<file path="src/rtl/core/prdt_pkg.sv">
// Package for the prefix rule deduplicating table: rule record type, result
// codes, controller states, command/status structs and the rule match function.
// No dependencies.
package prdt_pkg;

    // Default number of rule slots.
    localparam int PRDT_TABLE_DEPTH = 64;

    // Input command codes.
    localparam logic CMD_ADD   = 1'b0;
    localparam logic CMD_CLEAR = 1'b1;

    // Result codes.
    typedef enum logic [1:0] {
        STAT_ADDED = 2'd0,
        STAT_DUP   = 2'd1,
        STAT_FULL  = 2'd2
    } prdt_status_t;

    // Controller states.
    typedef enum logic [1:0] {
        S_IDLE,
        S_ISSUE,
        S_DECIDE,
        S_RESULT
    } prdt_state_t;

    // One stored rule, as held in a table slot.
    typedef struct packed {
        logic        has_asn;
        logic        has_prefix;
        logic        has_max_length;
        logic        is_ipv6;
        logic [31:0] asn;
        logic [63:0] address_high;
        logic [63:0] address_low;
        logic [7:0]  pfx_len;
        logic [7:0]  max_length;
    } prdt_rule_t;

    // Commands from the controller to the datapath.
    typedef struct packed {
        logic load;   // capture the incoming rule and restart the scan index
        logic clear;  // empty the table
        logic issue;  // read the slot at the scan index and advance it
        logic write;  // store the captured rule in the next free slot
    } prdt_cmd_t;

    // Status from the datapath to the controller.
    typedef struct packed {
        logic empty;       // no rule stored
        logic full;        // every slot holds a rule
        logic issue_last;  // scan index points at the last stored rule
        logic match;       // slot read last cycle matches the captured rule
    } prdt_stat_t;

    // Decide whether a stored rule matches a new one.
    function automatic logic prdt_match(input prdt_rule_t s, input prdt_rule_t r,
                                        input logic filter_mode);
        logic same_set;
        logic addr_eq;
        logic result;
        same_set = ({s.has_asn, s.has_prefix, s.has_max_length} ==
                    {r.has_asn, r.has_prefix, r.has_max_length});
        // IPv4 compares only the low 32 address bits.
        if (r.is_ipv6) begin
            addr_eq = (s.address_high == r.address_high) &&
                      (s.address_low == r.address_low);
        end else begin
            addr_eq = (s.address_low[31:0] == r.address_low[31:0]);
        end
        if (!same_set) begin
            if (!filter_mode) begin
                result = 1'b0;
            end else if (s.has_asn && r.has_asn) begin
                result = (s.asn == r.asn);
            end else if (s.has_prefix && r.has_prefix && (s.is_ipv6 == r.is_ipv6) &&
                         (s.pfx_len == r.pfx_len)) begin
                result = addr_eq;
            end else begin
                result = 1'b0;
            end
        end else begin
            result = !(s.has_asn && (s.asn != r.asn)) &&
                     !(s.has_prefix && ((s.pfx_len != r.pfx_len) ||
                                        (s.is_ipv6 != r.is_ipv6) || !addr_eq)) &&
                     !(s.has_max_length && (s.max_length != r.max_length));
        end
        return result;
    endfunction

endpackage

</file>
<file path="src/rtl/core/prdt_ctrl.sv">
// Controller of the prefix rule deduplicating table: transaction handshakes,
// scan sequencing and the result register. Depends on prdt_pkg.
module prdt_ctrl
    import prdt_pkg::*;
(
    input  logic       aclk,
    input  logic       aresetn,
    input  logic       s_valid,
    output logic       s_ready,
    input  logic       s_command,
    output logic       m_valid,
    input  logic       m_ready,
    output logic [1:0] m_status,
    input  prdt_stat_t stat,
    output prdt_cmd_t  cmd
);

    prdt_state_t  state_reg, state_next;
    prdt_status_t res_reg, res_next;
    prdt_status_t m_status_reg, m_status_next;
    logic         m_valid_reg, m_valid_next;

    // State and result registers.
    always_ff @(posedge aclk) begin
        if (!aresetn) begin
            state_reg   <= S_IDLE;
            m_valid_reg <= 1'b0;
        end else begin
            state_reg   <= state_next;
            m_valid_reg <= m_valid_next;
        end
    end

    always_ff @(posedge aclk) begin
        res_reg      <= res_next;
        m_status_reg <= m_status_next;
    end

    // Next state, commands and result hand-over.
    always_comb begin
        state_next    = state_reg;
        res_next      = res_reg;
        m_status_next = m_status_reg;
        m_valid_next  = m_valid_reg && !m_ready;
        cmd           = '0;
        s_ready       = 1'b0;
        unique case (state_reg)
            S_IDLE: begin
                s_ready = 1'b1;
                if (s_valid) begin
                    cmd.load = 1'b1;
                    if (s_command == CMD_CLEAR) begin
                        cmd.clear  = 1'b1;
                        res_next   = STAT_ADDED;
                        state_next = S_RESULT;
                    end else if (stat.empty) begin
                        state_next = S_DECIDE;
                    end else begin
                        state_next = S_ISSUE;
                    end
                end
            end
            S_ISSUE: begin
                // One slot read per cycle; a hit ends the scan early.
                cmd.issue = 1'b1;
                if (stat.match) begin
                    res_next   = STAT_DUP;
                    state_next = S_RESULT;
                end else if (stat.issue_last) begin
                    state_next = S_DECIDE;
                end
            end
            S_DECIDE: begin
                // The last slot read is checked here before the rule is stored.
                if (stat.match) begin
                    res_next = STAT_DUP;
                end else if (stat.full) begin
                    res_next = STAT_FULL;
                end else begin
                    cmd.write = 1'b1;
                    res_next  = STAT_ADDED;
                end
                state_next = S_RESULT;
            end
            S_RESULT: begin
                if (!m_valid_reg || m_ready) begin
                    m_valid_next  = 1'b1;
                    m_status_next = res_reg;
                    state_next    = S_IDLE;
                end
            end
            default: begin
                state_next = S_IDLE;
            end
        endcase
    end

    assign m_valid  = m_valid_reg;
    assign m_status = m_status_reg;

    // A scan never starts on an empty table.
    a_issue_not_empty: assert property (@(posedge aclk) disable iff (!aresetn)
        (state_reg == S_ISSUE) |-> !stat.empty)
        else $error("slot scan running on an empty table");

    // A rule is never stored into a full table.
    a_write_not_full: assert property (@(posedge aclk) disable iff (!aresetn)
        cmd.write |-> !stat.full)
        else $error("rule written into a full table");

    // Reading and writing the memory never coincide.
    a_issue_write_excl: assert property (@(posedge aclk) disable iff (!aresetn)
        cmd.issue |-> !cmd.write)
        else $error("slot read and write in the same cycle");

    // Only one transaction is in progress at a time.
    a_one_in_flight: assert property (@(posedge aclk) disable iff (!aresetn)
        (s_valid && s_ready) |=> !s_ready)
        else $error("new transaction accepted while one is in progress");

endmodule

</file>
<file path="config.mk">
export PLATFORM = sky130hd
export DESIGN_NAME = prdt_ctrl
export DESIGN_NICKNAME = d
export VERILOG_FILES = /design/src/rtl/core/prdt_pkg.sv /design/src/rtl/core/prdt_ctrl.sv
export SDC_FILE = /design/constraint.sdc
export NUM_CORES = 1
export LEC_CHECK = 0
export BUFFER_PORTS_ARGS = -buffer_cell sky130_fd_sc_hd__buf_2
export CAP_MARGIN = 15
export CORE_AREA = 2 2 39 41
export DETAILED_ROUTE_END_ITERATION = 8
export DIE_AREA = 0 0 41 43
export PLACE_DENSITY = 0.6
export SYNTH_ARGS = -nofsm -noshare
export SYNTH_HDL_FRONTEND = slang
export SYNTH_SLANG_ARGS = --single-unit
</file>
<file path="constraint.sdc">
create_clock -name aclk -period 1.95 [get_ports aclk]
set_input_delay 0.195 -clock aclk [delete_from_list [all_inputs] [get_ports aclk]]
set_output_delay 0.195 -clock aclk [all_outputs]
set_load 0.02 [all_outputs]
</file>
==> impl_metrics.toml, run 1 <==
[outcome]
status = "complete, no violations"

[sta]
max_slew.worst_pin.slew_ps = 367
rsz0062_at_grt = "no"
finalMaxSlewViolations = 0
relSlewSlack = 0.756
finalSetupTns_ps = 0
layout_setup_ws_ps = 380
fin_crit_sh = 0.805
finClkSkew_ps = 3.19
setup_viol = 0
max_freq_ghz = 0.637
period_needed_ps = 1570
finalHoldViolCount = 0

[pwr]
powerDensity_nw_per_um2 = 1330
ir_drop_mv = 0.784
p_leak_nw = 0.269

[global_route]
grt_pass1_wl_mm = 1.46
antenna_found_initial = 0
grt.overflow.total = 0
grt_pass1_vias = 372
grt_max_degree = 10
grt_usage = 0.128

[place]
place_congestion = 0.780
dpl.hpwl_um = 713
port_buffers = 16
dp_worst_setup_slack_ps = 412
dp.cells = 72

[critical_path]
worst-path-stages = 4
r2r-start = "state_reg[0]"
cp-end-kind = "output port"
cp.required_ps = 1750
critical_path.max_stage_delay_ps = 400
critPathTopFamily = "flip-flops"
ff2ff_path_depth = 3
reg2reg_slack_ps = 410
critPathMaxFanout = 9
critPathSlowestCell = "dfxtp_1"
crit_arrival_ps = 1380
crit_start = "state_reg[0]"
critPathBufInv = 2
path_cells = "inv_1 -> ha_1 -> and3_1 -> buf_2"
path_class = "flip-flop to output port"
reg2reg_to = "res_reg[0]"
crit_path_end = "cmd[2]"
start_kind = "flip-flop"

[clocking]
postCtsSetupBuffers = 0
cts_buffers = 3
clk_pin_slew_worst_paths_ps = 50
clock_latency_ps = 250
clock_path_buffers = 2
clockRootBuffer = "clkbuf_4"
htreeDepth = 1
cts_tree = "done"
clock_sinks = 7
postCtsHoldBufs = 0
ctsResizeCount = 0

[floorplan]
start_util = 0.309
core_um2 = 1380
rows = 14
dieArea_um2 = 1760
die_w_um = 41
die_y_um = 43
ioPinCount = 17

[drt]
wire_per_inst_um = 12.0
firstDrtPassIters = 4
drc = 0
dr.first_iter.drc_count = 15
viasPerCell = 4.88
finalWirelength_um = 915
antenna_left = 0
vias = 371

[layout]
final_cells = 76
area_growth_pct = 29.5
nets = 76
drive_gt1_frac = 0.317
diodes = 0

[yosys]
synthTopCellsByCount = "ha_1, inv_1, edfxtp_1"
post-synth-top-count-cell = "ha_1"
synth_top_cell_by_area = "edfxtp_1"
syn_inst = 40
synth_async_sr_flop_share = 0
synth_top_cell_area_share = 0.281
synth_seq_cells = 7
yosys-top-cells-area = "edfxtp_1, ha_1, dfxtp_1"
yosysUniqueCellTypes = 20
synth_edf_count = 4
synth.net_count = 55
avgSynthCellArea_um2 = 10.7
ys.warnings.count = 0
syn_area_um2 = 428
ys_seq_area_frac = 0.421
synth_top_flop_cell = "edfxtp_1"

[min_path]
holdCritPathClass = "input port to flip-flop"

[run]
cap_viol_max_count = 0
[layout by cell type (no fill, tap or decap)]
cell type,instances
inv_1,5
nand2_1,3
o21a_1,1
dfxtp_1,3
a21oi_1,1
clkbuf_1,1
clkbuf_4,3
a221oi_1,1
nor3_1,1
nor2b_1,3
nor3b_1,2
and3_1,1
edfxtp_1,4
o221ai_1,1
ha_1,6
mux2i_1,2
a211o_1,1
o211ai_1,1
buf_2,16
a221o_1,1
and2_1,1
and4_1,1
nand2b_1,1
[per-stage QoR]
step | util | total power (W) | hold slack (ps) | instance area, um2
finish | 0.401 | 0.000735 | 221 | 554
global route | 0.401 | 0.000796 | 223 | 554
CTS | 0.401 | 0.000741 | 217 | 554
detailed placement | 0.382 | 0.000603 | 406 | 528
global placement | 0.382 | 0.000597 | 403 | 528
floorplan | - | 0.000504 | 313 | 428
[per-layer routing]
metal	routed length, um	track usage	vias up
met5	0	0	-
met4	29	0.0800	0
met3	85	0.0942	4
met2	439	0.194	14
met1	360	0.113	169
li1	-	-	184
[logic make-up after synthesis]
kind of cell	count (synthesis)	synth area share
adders and majority gates	6	0.175
muxes	2	0.0468
buffers and inverters	5	0.0439
DFF	7	0.421
and+or+nand+nor	13	0.181
AOI/OAI and AO/OA	7	0.132
[worst min-delay path by stage]
stage                     startpoint           to  slack [ps]  cells after the start
after floorplan              aresetn      m_valid         310                      1
after global placement    res_reg[1]  m_status[1]         400                      0
after detailed placement  res_reg[1]  m_status[1]         410                      0
after CTS                    aresetn      m_valid         220                      2
after global routing         aresetn      m_valid         220                      2
final                        aresetn      m_valid         220                      2
[layout make-up]
type | count | area [um2]
inverter | 5 | 18.8
sequential | 7 | 180
multi-input combinational | 28 | 229
fill | 143 | 830
timing repair buffer | 16 | 80.1
tap | 16 | 20.0
clock buffer | 4 | 26.3
[power breakdown]
group / internal, W / switching [W]
Combinational: 0.000146 / 0.000207
Sequential: 0.000221 / 0.0000278
Clock: 0.0000781 / 0.0000544
No activity file was read; power rests on OpenSTA's default activity.
==> run 2: changes to the inputs <==
Clock period 1.95 ns to 1.45 ns, I/O delays scaled along.
==> run 2 against run 1 <==
Critical path type unchanged. Global-route usage decreased by 0.40 points. Hold slack worse by 44 ps. Routed wire length grew 0.98%. Power grew 47%. Clock skew is 6.9 ps higher. Sequential power rose by 33%. Count of clock-buffer cells in the layout unchanged.
==> impl_metrics.toml, run 2 (same netlist as run 1, synthesis figures left out) <==
[outcome]
status = "complete, no violations"

[clocking]
cts_tree = "done"
htreeDepth = 1
clock_path_buffers = 2
cts_buffers = 3
clockRootBuffer = "clkbuf_4"
clock_latency_ps = 250
clk_pin_slew_worst_paths_ps = 60
clock_sinks = 7
postCtsSetupBuffers = 0

[critical_path]
critPathBufInv = 2
critical_path.max_stage_delay_ps = 380
critPathTopFamily = "flip-flops"
cp.required_ps = 1310
critPathMaxFanout = 5
critPathSlowestCell = "dfxtp_2"
path_class = "flip-flop to output port"
crit_arrival_ps = 1250
path_cells = "inv_2 -> ha_1 -> nor3b_2 -> buf_4"
start_kind = "flip-flop"
cp-end-kind = "output port"

[floorplan]
ioPinCount = 17
dieArea_um2 = 1760
core_um2 = 1380
start_util = 0.309
die_y_um = 43
die_w_um = 41
rows = 14

[sta]
finalHoldViolCount = 0
fin_crit_sh = 0.962
finalMaxSlewViolations = 0
setup_viol = 0
timing.hold.ws_ps = 178
max_freq_ghz = 0.717
relSlewSlack = 0.824
max_slew.worst_pin.slew_ps = 265
period_needed_ps = 1390
finClkSkew_ps = 10.1

[drt]
wire_per_inst_um = 12.0
drc = 0
vias = 367
firstDrtPassIters = 4
viasPerCell = 4.77
dr.first_iter.drc_count = 3
finalWirelength_um = 924
antenna_left = 0

[layout]
drive_gt1_frac = 0.426
diodes = 0
nets = 77
utilization = 0.428
final_common_cell = "buf_2"
area_growth_pct = 38.3
fillers = 140
multi_input_area_um2 = 255
mostFrequentLayoutCells = "buf_2, inv_1, ha_1, edfxtp_1"
ff_latch_area_um2 = 181

[pwr]
powerDensity_nw_per_um2 = 1830
ir_drop_mv = 0.999
p_leak_nw = 0.276

[min_path]
holdCritPathClass = "input port to flip-flop"

[global_route]
grt.overflow.total = 0
antenna_found_initial = 0
grt_pass1_wl_mm = 1.39
grt_max_degree = 10
grt_usage = 0.124
grt_pass1_vias = 340

[place]
port_buffers = 16
dpl.hpwl_um = 703
place_congestion = 0.725

[run]
cap_viol_max_count = 0
run 2: path summary, 6_finish.rpt:
path / from / to / slack [ps] / cells past startpoint
min: aresetn / m_valid / 180 / 2
max reg2reg: state_reg[1] / state_reg[1] / 90 / 5
min reg2reg: res_reg[1] / m_status[1] / 420 / 0
max: state_reg[0] / cmd[0] / 60 / 4
run 2: metrics by stage:
stage | power [W] | instance area, um2 | setup TNS (ps) | worst slack [ps] | cells
6_report | 0.00108 | 592 | 0 | 55.6 | 77
3_3_place_gp | 0.000852 | 544 | 0 | 80.3 | 73
5_1_grt | 0.00116 | 592 | -1.49 | -1.49 | 77
2_1_floorplan | 0.000702 | 437 | 0 | 4.74 | 40
3_5_place_dp | 0.000858 | 544 | 0 | 56.7 | 73
4_1_cts | 0.00104 | 572 | -15.4 | -15.4 | 77
run 2: area by class of cell:
type	instances	area share
multi-input combinational	28	0.431
sequential	7	0.307
inverter	5	0.0317
clock buffer	4	0.0444
tap	16	0.0338
timing repair buffer	17	0.152
run 2: power by group:
group	total, W	internal [W]	switching (W)	leakage (nW)
clock	0.000180	0.000105	0.0000745	0.0150
combinational	0.000570	0.000258	0.000312	0.198
sequential	0.000332	0.000300	0.0000324	0.0633
total	0.00108	0.000664	0.000419	0.276
run 2: timing repair:
item                       in CTS  in global routing
hold endpoints to repair        0                  0
setup endpoints to repair       3                  3
hold buffers                    0                  0
gates resized for setup         1                  5
run 2: layer usage:
metal,part of all wire,routed length [um],GRT usage
met2,0.48,446,0.178
met4,0,0,0.0400
met1,0.44,406,0.126
met3,0.077,71,0.110
met5,0,0,0
